File: src/design/plr_pkg.sv
`default_nettype none

package plr_pkg;

    localparam int SAMPLE_W        = 16;
    localparam int PHASE_W         = 32;
    localparam int CFG_IDX_W       = 2;
    localparam int CFG_DATA_W      = 16;
    localparam int OUTPUT_RATE_DEF = 48000;
    localparam int RATE_LOW        = 8000;
    localparam int RATE_HIGH       = 48000;
    localparam int MAX_RESULTS     = 64;

    localparam logic [CFG_IDX_W-1:0] CFG_SOURCE_RATE   = 2'd0;
    localparam logic [CFG_IDX_W-1:0] CFG_SOURCE_LENGTH = 2'd1;
    localparam logic [CFG_IDX_W-1:0] CFG_SAMPLE_FORMAT = 2'd2;

    localparam logic [CFG_DATA_W-1:0] RATE_RESET   = 16'd11025;
    localparam logic [CFG_DATA_W-1:0] LENGTH_RESET = 16'd1;

    localparam logic FMT_U8  = 1'b0;
    localparam logic FMT_S16 = 1'b1;

    typedef enum logic [2:0] {
        ST_IDLE,
        ST_DIV_TOTAL,
        ST_CHECK,
        ST_PUSH
    } plr_state_t;

    typedef struct packed {
        logic load;
        logic div_total;
        logic store_step;
        logic store_total;
        logic mul;
        logic push;
        logic finish;
    } plr_cmd_t;

    typedef struct packed {
        logic sound_start;
        logic div_done;
        logic more;
        logic out_free;
    } plr_stat_t;

endpackage

`default_nettype wire

File: src/design/plr_div.sv
`default_nettype none

module plr_div #(
    parameter int DVD_W = 32,
    parameter int DSR_W = 17
) (
    input  wire              aclk,
    input  wire              aresetn,
    input  wire              start,
    input  wire  [DVD_W-1:0] dividend,
    input  wire  [DSR_W-1:0] divisor,
    output logic             done,
    output logic [DVD_W-1:0] quotient
);
    localparam int CNT_W = (DVD_W > 1) ? $clog2(DVD_W) : 1;

    logic [DVD_W-1:0] quo_reg, quo_next;
    logic [DSR_W-1:0] rem_reg, rem_next;
    logic [DSR_W-1:0] dsr_reg;
    logic [CNT_W-1:0] cnt_reg, cnt_next;
    logic             busy_reg, busy_next;
    logic             done_reg, done_next;
    logic [DSR_W:0]   trial;
    logic             fits;

    assign trial = {rem_reg, quo_reg[DVD_W-1]};
    assign fits  = trial >= {1'b0, dsr_reg};

    always_comb begin
        quo_next  = quo_reg;
        rem_next  = rem_reg;
        cnt_next  = cnt_reg;
        busy_next = busy_reg;
        done_next = 1'b0;
        if (start) begin
            quo_next  = dividend;
            rem_next  = '0;
            cnt_next  = '0;
            busy_next = 1'b1;
        end else if (busy_reg) begin
            if (fits) begin
                rem_next = DSR_W'(trial - {1'b0, dsr_reg});
            end else begin
                rem_next = trial[DSR_W-1:0];
            end
            quo_next = {quo_reg[DVD_W-2:0], fits};
            cnt_next = cnt_reg + 1'b1;
            if (cnt_reg == CNT_W'(DVD_W - 1)) begin
                busy_next = 1'b0;
                done_next = 1'b1;
            end
        end
    end

    always_ff @(posedge aclk) begin
        if (!aresetn) begin
            busy_reg <= 1'b0;
            done_reg <= 1'b0;
            cnt_reg  <= '0;
        end else begin
            busy_reg <= busy_next;
            done_reg <= done_next;
            cnt_reg  <= cnt_next;
        end
    end

    always_ff @(posedge aclk) begin
        quo_reg <= quo_next;
        rem_reg <= rem_next;
        if (start) begin
            dsr_reg <= divisor;
        end
    end

    assign done     = done_reg;
    assign quotient = quo_reg;

endmodule

`default_nettype wire

File: src/design/plr_ctrl.sv
`default_nettype none

module plr_ctrl (
    input  wire                      aclk,
    input  wire                      aresetn,
    input  wire                      s_valid,
    output logic                     s_ready,
    input  wire plr_pkg::plr_stat_t  stat,
    output plr_pkg::plr_cmd_t        cmd
);
    import plr_pkg::*;

    plr_state_t state_reg, state_next;

    always_ff @(posedge aclk) begin
        if (!aresetn) begin
            state_reg <= ST_IDLE;
        end else begin
            state_reg <= state_next;
        end
    end

    always_comb begin
        state_next = state_reg;
        cmd        = '0;
        s_ready    = 1'b0;
        case (state_reg)
            ST_IDLE: begin
                s_ready = 1'b1;
                if (s_valid) begin
                    cmd.load = 1'b1;
                    if (stat.sound_start) begin
                        cmd.store_step = 1'b1;
                        cmd.div_total  = 1'b1;
                        state_next     = ST_DIV_TOTAL;
                    end else begin
                        state_next = ST_CHECK;
                    end
                end
            end
            ST_DIV_TOTAL: begin
                if (stat.div_done) begin
                    cmd.store_total = 1'b1;
                    state_next      = ST_CHECK;
                end
            end
            ST_CHECK: begin
                if (stat.more) begin
                    cmd.mul    = 1'b1;
                    state_next = ST_PUSH;
                end else begin
                    cmd.finish = 1'b1;
                    state_next = ST_IDLE;
                end
            end
            ST_PUSH: begin
                if (stat.out_free) begin
                    cmd.push   = 1'b1;
                    state_next = ST_CHECK;
                end
            end
            default: begin
                state_next = ST_IDLE;
            end
        endcase
    end

endmodule

`default_nettype wire

File: src/design/plr_dp.sv
`default_nettype none

module plr_dp #(
    parameter int OUTPUT_RATE = plr_pkg::OUTPUT_RATE_DEF
) (
    input  wire                                 aclk,
    input  wire                                 aresetn,
    input  wire                                 cfg_wr_en,
    input  wire  [plr_pkg::CFG_IDX_W-1:0]       cfg_wr_index,
    input  wire  [plr_pkg::CFG_DATA_W-1:0]      cfg_wr_data,
    input  wire  [plr_pkg::SAMPLE_W-1:0]        s_raw_sample,
    input  wire  plr_pkg::plr_cmd_t             cmd,
    output plr_pkg::plr_stat_t                  stat,
    output logic                                m_valid,
    input  wire                                 m_ready,
    output logic signed [plr_pkg::SAMPLE_W-1:0] m_out_sample,
    output logic                                m_final_res
);
    import plr_pkg::*;

    localparam int DSR_W  = ($clog2(OUTPUT_RATE + 1) > 16) ? $clog2(OUTPUT_RATE + 1) : 16;
    localparam int PRD_W  = $clog2(64'd65535 * OUTPUT_RATE + 1);
    localparam int DVD_W  = (PRD_W > PHASE_W) ? PRD_W : PHASE_W;
    localparam int STEP_W = $clog2((64'd65536 * RATE_HIGH) / OUTPUT_RATE + 1);
    localparam int TOT_W  = $clog2((64'd65535 * OUTPUT_RATE) / RATE_LOW + 1);
    localparam int N_W    = $clog2(MAX_RESULTS + 1);
    localparam logic [DSR_W-1:0] ORATE_C = DSR_W'(OUTPUT_RATE);
    // reciprocal of the output rate, exact for every clamped rate
    localparam int RCP_SH = $clog2(RATE_HIGH + 1) + $clog2(OUTPUT_RATE + 1);
    localparam longint unsigned RCP_C =
        ((64'd1 << (16 + RCP_SH)) + 64'(OUTPUT_RATE) - 64'd1) / 64'(OUTPUT_RATE);
    localparam int RCP_W  = $clog2(RCP_C + 1);
    localparam int STPP_W = (16 + RCP_W > RCP_SH + STEP_W) ? 16 + RCP_W : RCP_SH + STEP_W;

    logic [CFG_DATA_W-1:0] rate_reg, len_reg;
    logic                  fmt_reg;

    logic [15:0]                rate_clamp, len_eff;
    logic [DVD_W-1:0]           div_dividend, div_quotient, len_wide, orate_wide;
    logic [DSR_W-1:0]           div_divisor;
    logic                       div_start, div_done;
    logic [STPP_W-1:0]          step_prod;

    logic signed [SAMPLE_W-1:0] cur_reg, prev_reg, decoded;
    logic [15:0]                src_idx_reg;
    logic [PHASE_W-1:0]         phase_reg;
    logic [STEP_W-1:0]          step_reg;
    logic [TOT_W-1:0]           idx_reg, total_reg;
    logic [N_W-1:0]             n_reg;
    logic signed [33:0]         prod_reg, prod_next;
    logic                       copy_reg, fin_reg;
    logic                       m_valid_reg;
    logic signed [SAMPLE_W-1:0] m_sample_reg;
    logic                       m_final_reg;

    logic                       last, interp, more, is_end, fin;
    logic signed [16:0]         diff, frac_s;
    logic [TOT_W:0]             idx_inc;
    logic [17:0]                interp_sum;

    always_ff @(posedge aclk) begin
        if (!aresetn) begin
            rate_reg <= RATE_RESET;
            len_reg  <= LENGTH_RESET;
            fmt_reg  <= FMT_U8;
        end else if (cfg_wr_en) begin
            case (cfg_wr_index)
                CFG_SOURCE_RATE:   rate_reg <= cfg_wr_data;
                CFG_SOURCE_LENGTH: len_reg  <= cfg_wr_data;
                CFG_SAMPLE_FORMAT: fmt_reg  <= cfg_wr_data[0];
                default: begin
                end
            endcase
        end
    end

    always_comb begin
        if (rate_reg < 16'(RATE_LOW)) begin
            rate_clamp = 16'(RATE_LOW);
        end else if (rate_reg > 16'(RATE_HIGH)) begin
            rate_clamp = 16'(RATE_HIGH);
        end else begin
            rate_clamp = rate_reg;
        end
    end

    assign len_eff    = (len_reg == 16'd0) ? 16'd1 : len_reg;
    assign len_wide   = DVD_W'(len_eff);
    assign orate_wide = DVD_W'(ORATE_C);

    // step: (rate << 16) / output rate by reciprocal multiply
    assign step_prod = STPP_W'(rate_clamp) * STPP_W'(RCP_C);

    // total: length * output rate / rate on the serial divider
    assign div_start    = cmd.div_total;
    assign div_dividend = len_wide * orate_wide;
    assign div_divisor  = DSR_W'(rate_clamp);

    plr_div #(
        .DVD_W (DVD_W),
        .DSR_W (DSR_W)
    ) u_div (
        .aclk     (aclk),
        .aresetn  (aresetn),
        .start    (div_start),
        .dividend (div_dividend),
        .divisor  (div_divisor),
        .done     (div_done),
        .quotient (div_quotient)
    );

    assign decoded = (fmt_reg == FMT_S16) ? s_raw_sample
                                          : {s_raw_sample[7:0] ^ 8'h80, 8'h00};

    assign last    = src_idx_reg >= (len_eff - 16'd1);
    assign interp  = (src_idx_reg != 16'd0) && (phase_reg[PHASE_W-1:16] < src_idx_reg);
    assign more    = (n_reg < N_W'(MAX_RESULTS)) && (idx_reg < total_reg) && (interp || last);
    assign idx_inc = {1'b0, idx_reg} + 1'b1;
    assign is_end  = idx_inc == {1'b0, total_reg};
    assign fin     = is_end || (last && n_reg == N_W'(MAX_RESULTS - 1));

    assign diff      = {cur_reg[15], cur_reg} - {prev_reg[15], prev_reg};
    assign frac_s    = {1'b0, phase_reg[15:0]};
    assign prod_next = diff * frac_s;
    // floor of the product over 65536 is its upper bits
    assign interp_sum = {{2{prev_reg[15]}}, prev_reg} + prod_reg[33:16];

    always_ff @(posedge aclk) begin
        if (!aresetn) begin
            src_idx_reg <= '0;
            prev_reg    <= '0;
            phase_reg   <= '0;
            step_reg    <= '0;
            idx_reg     <= '0;
            total_reg   <= '0;
            n_reg       <= '0;
            m_valid_reg <= 1'b0;
        end else begin
            if (cmd.load) begin
                n_reg <= '0;
            end
            if (cmd.store_step) begin
                step_reg <= step_prod[RCP_SH +: STEP_W];
            end
            if (cmd.store_total) begin
                total_reg <= div_quotient[TOT_W-1:0];
                phase_reg <= '0;
                idx_reg   <= '0;
            end
            if (cmd.push) begin
                idx_reg   <= idx_inc[TOT_W-1:0];
                phase_reg <= phase_reg + PHASE_W'(step_reg);
                n_reg     <= n_reg + 1'b1;
            end
            if (cmd.finish) begin
                prev_reg    <= cur_reg;
                src_idx_reg <= last ? 16'd0 : src_idx_reg + 16'd1;
            end
            if (cmd.push) begin
                m_valid_reg <= 1'b1;
            end else if (m_ready) begin
                m_valid_reg <= 1'b0;
            end
        end
    end

    always_ff @(posedge aclk) begin
        if (cmd.load) begin
            cur_reg <= decoded;
        end
        if (cmd.mul) begin
            prod_reg <= prod_next;
            copy_reg <= !interp;
            fin_reg  <= fin;
        end
        if (cmd.push) begin
            m_sample_reg <= copy_reg ? cur_reg : interp_sum[15:0];
            m_final_reg  <= fin_reg;
        end
    end

    assign stat.sound_start = src_idx_reg == 16'd0;
    assign stat.div_done    = div_done;
    assign stat.more        = more;
    assign stat.out_free    = !m_valid_reg || m_ready;

    assign m_valid      = m_valid_reg;
    assign m_out_sample = m_sample_reg;
    assign m_final_res  = m_final_reg;

endmodule

`default_nettype wire

File: src/design/pcm_linear_resampler.sv
// pcm_linear_resampler: mono pcm sample-rate converter by linear interpolation
// source samples enter on s_valid/s_ready (s_raw_sample), results leave on
// m_valid/m_ready as m_out_sample with m_final_res on the last one of a sound
// source_rate, source_length and sample_format are set through cfg_wr_* while idle
// the first item of a sound takes the phase step from a reciprocal multiply and
// runs a one-bit-per-cycle divider for the output count
// an item is worked in steps: accept it, then for each result a multiply and a
// load of the output register, and last a close of the item; one item is in
// work at a time
// at most 64 results per item; the last item of a sound emits the remaining
// results as copies of itself
// a single output register holds each result; when the receiver stalls the
// controller waits in front of it, and a new item is taken as soon as the
// previous one has handed over its last result
// reset (aresetn low, synchronous) restores the register defaults, drops any
// pending result and returns to the start of a sound
`default_nettype none

module pcm_linear_resampler #(
    parameter int OUTPUT_RATE = plr_pkg::OUTPUT_RATE_DEF
) (
    input  wire                                 aclk,
    input  wire                                 aresetn,
    input  wire                                 cfg_wr_en,
    input  wire  [plr_pkg::CFG_IDX_W-1:0]       cfg_wr_index,
    input  wire  [plr_pkg::CFG_DATA_W-1:0]      cfg_wr_data,
    input  wire                                 s_valid,
    output logic                                s_ready,
    input  wire  [plr_pkg::SAMPLE_W-1:0]        s_raw_sample,
    output logic                                m_valid,
    input  wire                                 m_ready,
    output logic signed [plr_pkg::SAMPLE_W-1:0] m_out_sample,
    output logic                                m_final_res
);
    import plr_pkg::*;

    plr_cmd_t  cmd;
    plr_stat_t stat;

    plr_ctrl u_ctrl (
        .aclk    (aclk),
        .aresetn (aresetn),
        .s_valid (s_valid),
        .s_ready (s_ready),
        .stat    (stat),
        .cmd     (cmd)
    );

    plr_dp #(
        .OUTPUT_RATE (OUTPUT_RATE)
    ) u_dp (
        .aclk         (aclk),
        .aresetn      (aresetn),
        .cfg_wr_en    (cfg_wr_en),
        .cfg_wr_index (cfg_wr_index),
        .cfg_wr_data  (cfg_wr_data),
        .s_raw_sample (s_raw_sample),
        .cmd          (cmd),
        .stat         (stat),
        .m_valid      (m_valid),
        .m_ready      (m_ready),
        .m_out_sample (m_out_sample),
        .m_final_res  (m_final_res)
    );

    a_one_item: assert property (@(posedge aclk) disable iff (!aresetn)
        s_valid && s_ready |=> !s_ready)
        else $error("second item taken while one is in work");

    a_push_free: assert property (@(posedge aclk) disable iff (!aresetn)
        cmd.push |-> stat.out_free)
        else $error("result overwrites one not yet taken");

    a_div_busy: assert property (@(posedge aclk) disable iff (!aresetn)
        stat.div_done |-> !s_ready && !cmd.push)
        else $error("divider finished outside sound start");

    a_result_valid: assert property (@(posedge aclk) disable iff (!aresetn)
        cmd.push |=> m_valid)
        else $error("loaded result not presented");

endmodule

`default_nettype wire

File: config.mk
export PLATFORM = sky130hd
export DESIGN_NAME = pcm_linear_resampler
export DESIGN_NICKNAME = d
export VERILOG_FILES = /design/src/design/plr_pkg.sv /design/src/design/plr_div.sv /design/src/design/plr_ctrl.sv /design/src/design/plr_dp.sv /design/src/design/pcm_linear_resampler.sv
export SDC_FILE = /design/constraint.sdc
export NUM_CORES = 2
export LEC_CHECK = 0
export BUFFER_PORTS_ARGS = -buffer_cell sky130_fd_sc_hd__buf_2
export CORE_MARGIN = 3
export CORE_UTILIZATION = 49
export CTS_CLUSTER_DIAMETER = 150
export DETAILED_ROUTE_END_ITERATION = 10
export SYNTH_ARGS = -nofsm -noshare
export SYNTH_HDL_FRONTEND = slang
export SYNTH_SLANG_ARGS = --single-unit
File: constraint.sdc
create_clock -name aclk -period 18.5 [get_ports aclk]
set_input_delay 2.775 -clock aclk [delete_from_list [all_inputs] [get_ports aclk]]
set_output_delay 2.775 -clock aclk [all_outputs]
set_load 0.01 [all_outputs]
==> key figures <==
Worst setup path
  • CP dominant cell by count: fa_1
  • CP endpoint kind: flop
  • Slowest stage delay, CP: 0.58 ns
  • CP Launch Type: flop
  • Critical Path AT: 9.66 ns
  • Worst Path Required: 18.78 ns
  • Critical-path maximum fanout: 16
  • Critical Path Slowest Stage Cell: fa_1
  • CP Class: reg2reg

Final layout
  • Most frequent cells in the layout: inv_1, fa_1, ha_1
  • ANT cells: 0
  • Area Growth Syn to Fin: 6.43%
  • Fraction of layout cells with a size suffix above 1: 0.0473
  • Commonest non-fill, non-tap cell in the layout: inv_1
  • Nets: 5131
  • Fin cells: 5093

CTS
  • H-tree levels: 2
  • Clock root buffer: clkbuf_16
  • Number of gates resized after cts: 0
  • CTS Sinks: 284
  • Post-CTS setup buffers: 0
  • Count of hold-fix buffers inserted at cts: 0
  • Worst skew pair latency: 0.55 ns
  • Clk slew on worst S/H paths: 0.06 ns
  • Clock Path Buffers: 3
  • CTS tree: built
  • Num CTS Buffers: 34

Timing
  • Slew Viols, Final: 0
  • Min Tclk post-route: 9.39 ns
  • Pin slew with the least headroom to its limit: 1.23 ns
  • Setup Skew: 0.0218 ns
  • Max_slew headroom: 0.172
  • RSZ-0062 raised after global routing: no
  • Setup TNS: 0 ns
  • Final Hold Vio Count: 0
  • Tcrit/Tclk final: 0.507
  • Achievable frequency: 107 MHz
  • Count of final setup violators: 0

Drt
  • Routed Antenna Nets: 0
  • DR vias/cell: 5.25
  • Initial DRT Pass Iterations: 9
  • Routed len/inst: 16.9 microns
  • # DRC: 0
  • Initial DRC count: 1525
  • Drt total wl: 86.1 mm
  • Via Count: 26700

Global routing
  • Initial antenna violation count: 0
  • Largest net degree at the start of global routing: 84
  • First-pass GRT wire length: 142 mm
  • Total grt overflow: 0
  • Vias in the first global route: 26700
  • GR Util All Layers: 0.223

Worst hold path
  • HP Class: reg2reg

Die
  • DIE WIDTH: 282 microns
  • Row count: 100
  • Die footprint: 79300 sq um
  • Core ar.: 74800 sq um
  • Die Span Y: 282 microns
  • Starting Density: 0.498
  • # IOs: 58

Yosys
  • Area leader, netlist: fa_1
  • Syn_area_per_cell: 9.11 sq um
  • Top post-synthesis cells by area: fa_1, ha_1, dfxtp_1, inv_1, edfxtp_1
  • Mapped cell area: 37200 sq um
  • Async SR Flop Fraction: 0
  • Post-Syn Instances: 4089
  • Number of flops mapped to enable cells by yosys: 92
  • Ys flop type: dfxtp_1
  • Post-synth cell types: 86
  • Synthesis warning total: 0
  • Register area share after synthesis: 0.177
  • Synth top area share: 0.280
  • Syn_nets: 5122
  • Count of state elements after synthesis: 284

Run
  • Max cap viols: 0

Power and ir drop
  • Power Density: 89.9 nW/um^2
  • Lkg Pwr: 19.5 nW
  • IR Drop Worst-Case VDD: 0.000139 V

Placement
  • Placed insts: 5031
  • Post-DP HPWL: 70.0 mm
  • Port bufs: 57
  • Gpl congestion: 0.896

Run status
  • Outcome: completed
==> cell usage after synthesis (30+ instances only) <==
| cell | n |
|---|---|
| a21o_1 | 61 |
| a21oi_1 | 186 |
| and2_1 | 101 |
| clkbuf_1 | 101 |
| dfxtp_1 | 192 |
| edfxtp_1 | 92 |
| fa_1 | 521 |
| ha_1 | 473 |
| inv_1 | 876 |
| mux2i_1 | 41 |
| nand2_1 | 422 |
| nand3_1 | 102 |
| nand4_1 | 30 |
| nor2_1 | 174 |
| nor2b_1 | 38 |
| nor3_1 | 42 |
| o21ai_0 | 113 |
| xnor2_1 | 112 |
| xor2_1 | 49 |
==> final timing paths <==
kind | startpoint | to | cells past startpoint | slack [ns]
setup reg to reg | u_dp.prev_reg[1] | u_dp.prod_reg[31] | 33 | 9.11
setup / recovery | u_dp.prev_reg[1] | u_dp.prod_reg[31] | 33 | 9.11
hold reg to reg | u_dp.fin_reg | u_dp.m_final_res | 0 | 0.45
hold / removal | u_dp.fin_reg | u_dp.m_final_res | 0 | 0.45
==> final cells by class <==
class | instances | area, sq um
clock buffer | 51 | 956
clock inverter | 11 | 106
fill | 7112 | 35200
inverter | 878 | 3300
multi-input combinational | 2814 | 27000
sequential | 284 | 6610
tap | 969 | 1210
timing repair buffer | 86 | 503
==> report_power, final <==
part           internal, mW  switching, mW  total (mW)
combinational         0.926           1.28        2.21
clock                 0.376          0.277       0.652
sequential            0.680         0.0226       0.702
total                  1.98           1.58        3.56
==> kinds of logic (layout without fill, tap and decap cells) <==
group / Yosys count / count (layout) / share of synthesized area
buffers and inverters: 991 / 1026 / 0.100
AND/OR/NAND/NOR: 1046 / 1046 / 0.134
adder cells (fa/ha/maj): 994 / 994 / 0.439
flip-flops: 284 / 284 / 0.177
multiplexers: 60 / 60 / 0.0168
XOR/XNOR: 161 / 161 / 0.0379
AO/OA/AOI/OAI: 553 / 553 / 0.0951
==> metrics by stage <==
stage               area, sq um  setup slack, ns   util  total power [mW]  hold slack (ns)
CTS                       39600             9.10  0.530              3.62            0.454
floorplan                 37200            10.05      -              2.40            0.400
global route              39600             8.55  0.530              3.96            0.466
finish                    39600             9.11  0.530              3.56            0.455
global placement          38600             9.26  0.516              2.93            0.446
detailed placement        38600             9.16  0.516              2.93            0.439
==> worst max-delay path: cells and delay by family, from the launching register on <==
| kind | cells | cell delay (ns) |
|---|---|---|
| buffers and inverters | 5 | 0.50 |
| DFF | 1 | 0.41 |
| AOI/OAI and AO/OA | 13 | 3.67 |
| adders and majority gates | 8 | 3.63 |
| and+or+nand+nor | 5 | 0.71 |
| xor gates and xnor gates | 2 | 0.19 |
==> layer usage <==
| metal | routed length (microns) | vias up | part of all wire | track usage |
|---|---|---|---|---|
| met1 | 41800 | 13100 | 0.49 | 0.325 |
| met3 | 3550 | 78 | 0.041 | 0.0277 |
| li1 | - | 13100 | - | - |
| met2 | 39200 | 442 | 0.46 | 0.362 |
| met4 | 1560 | 0 | 0.018 | 0.0425 |
| met5 | 0 | - | 0 | 0 |
(Power assumes the default switching activity.)
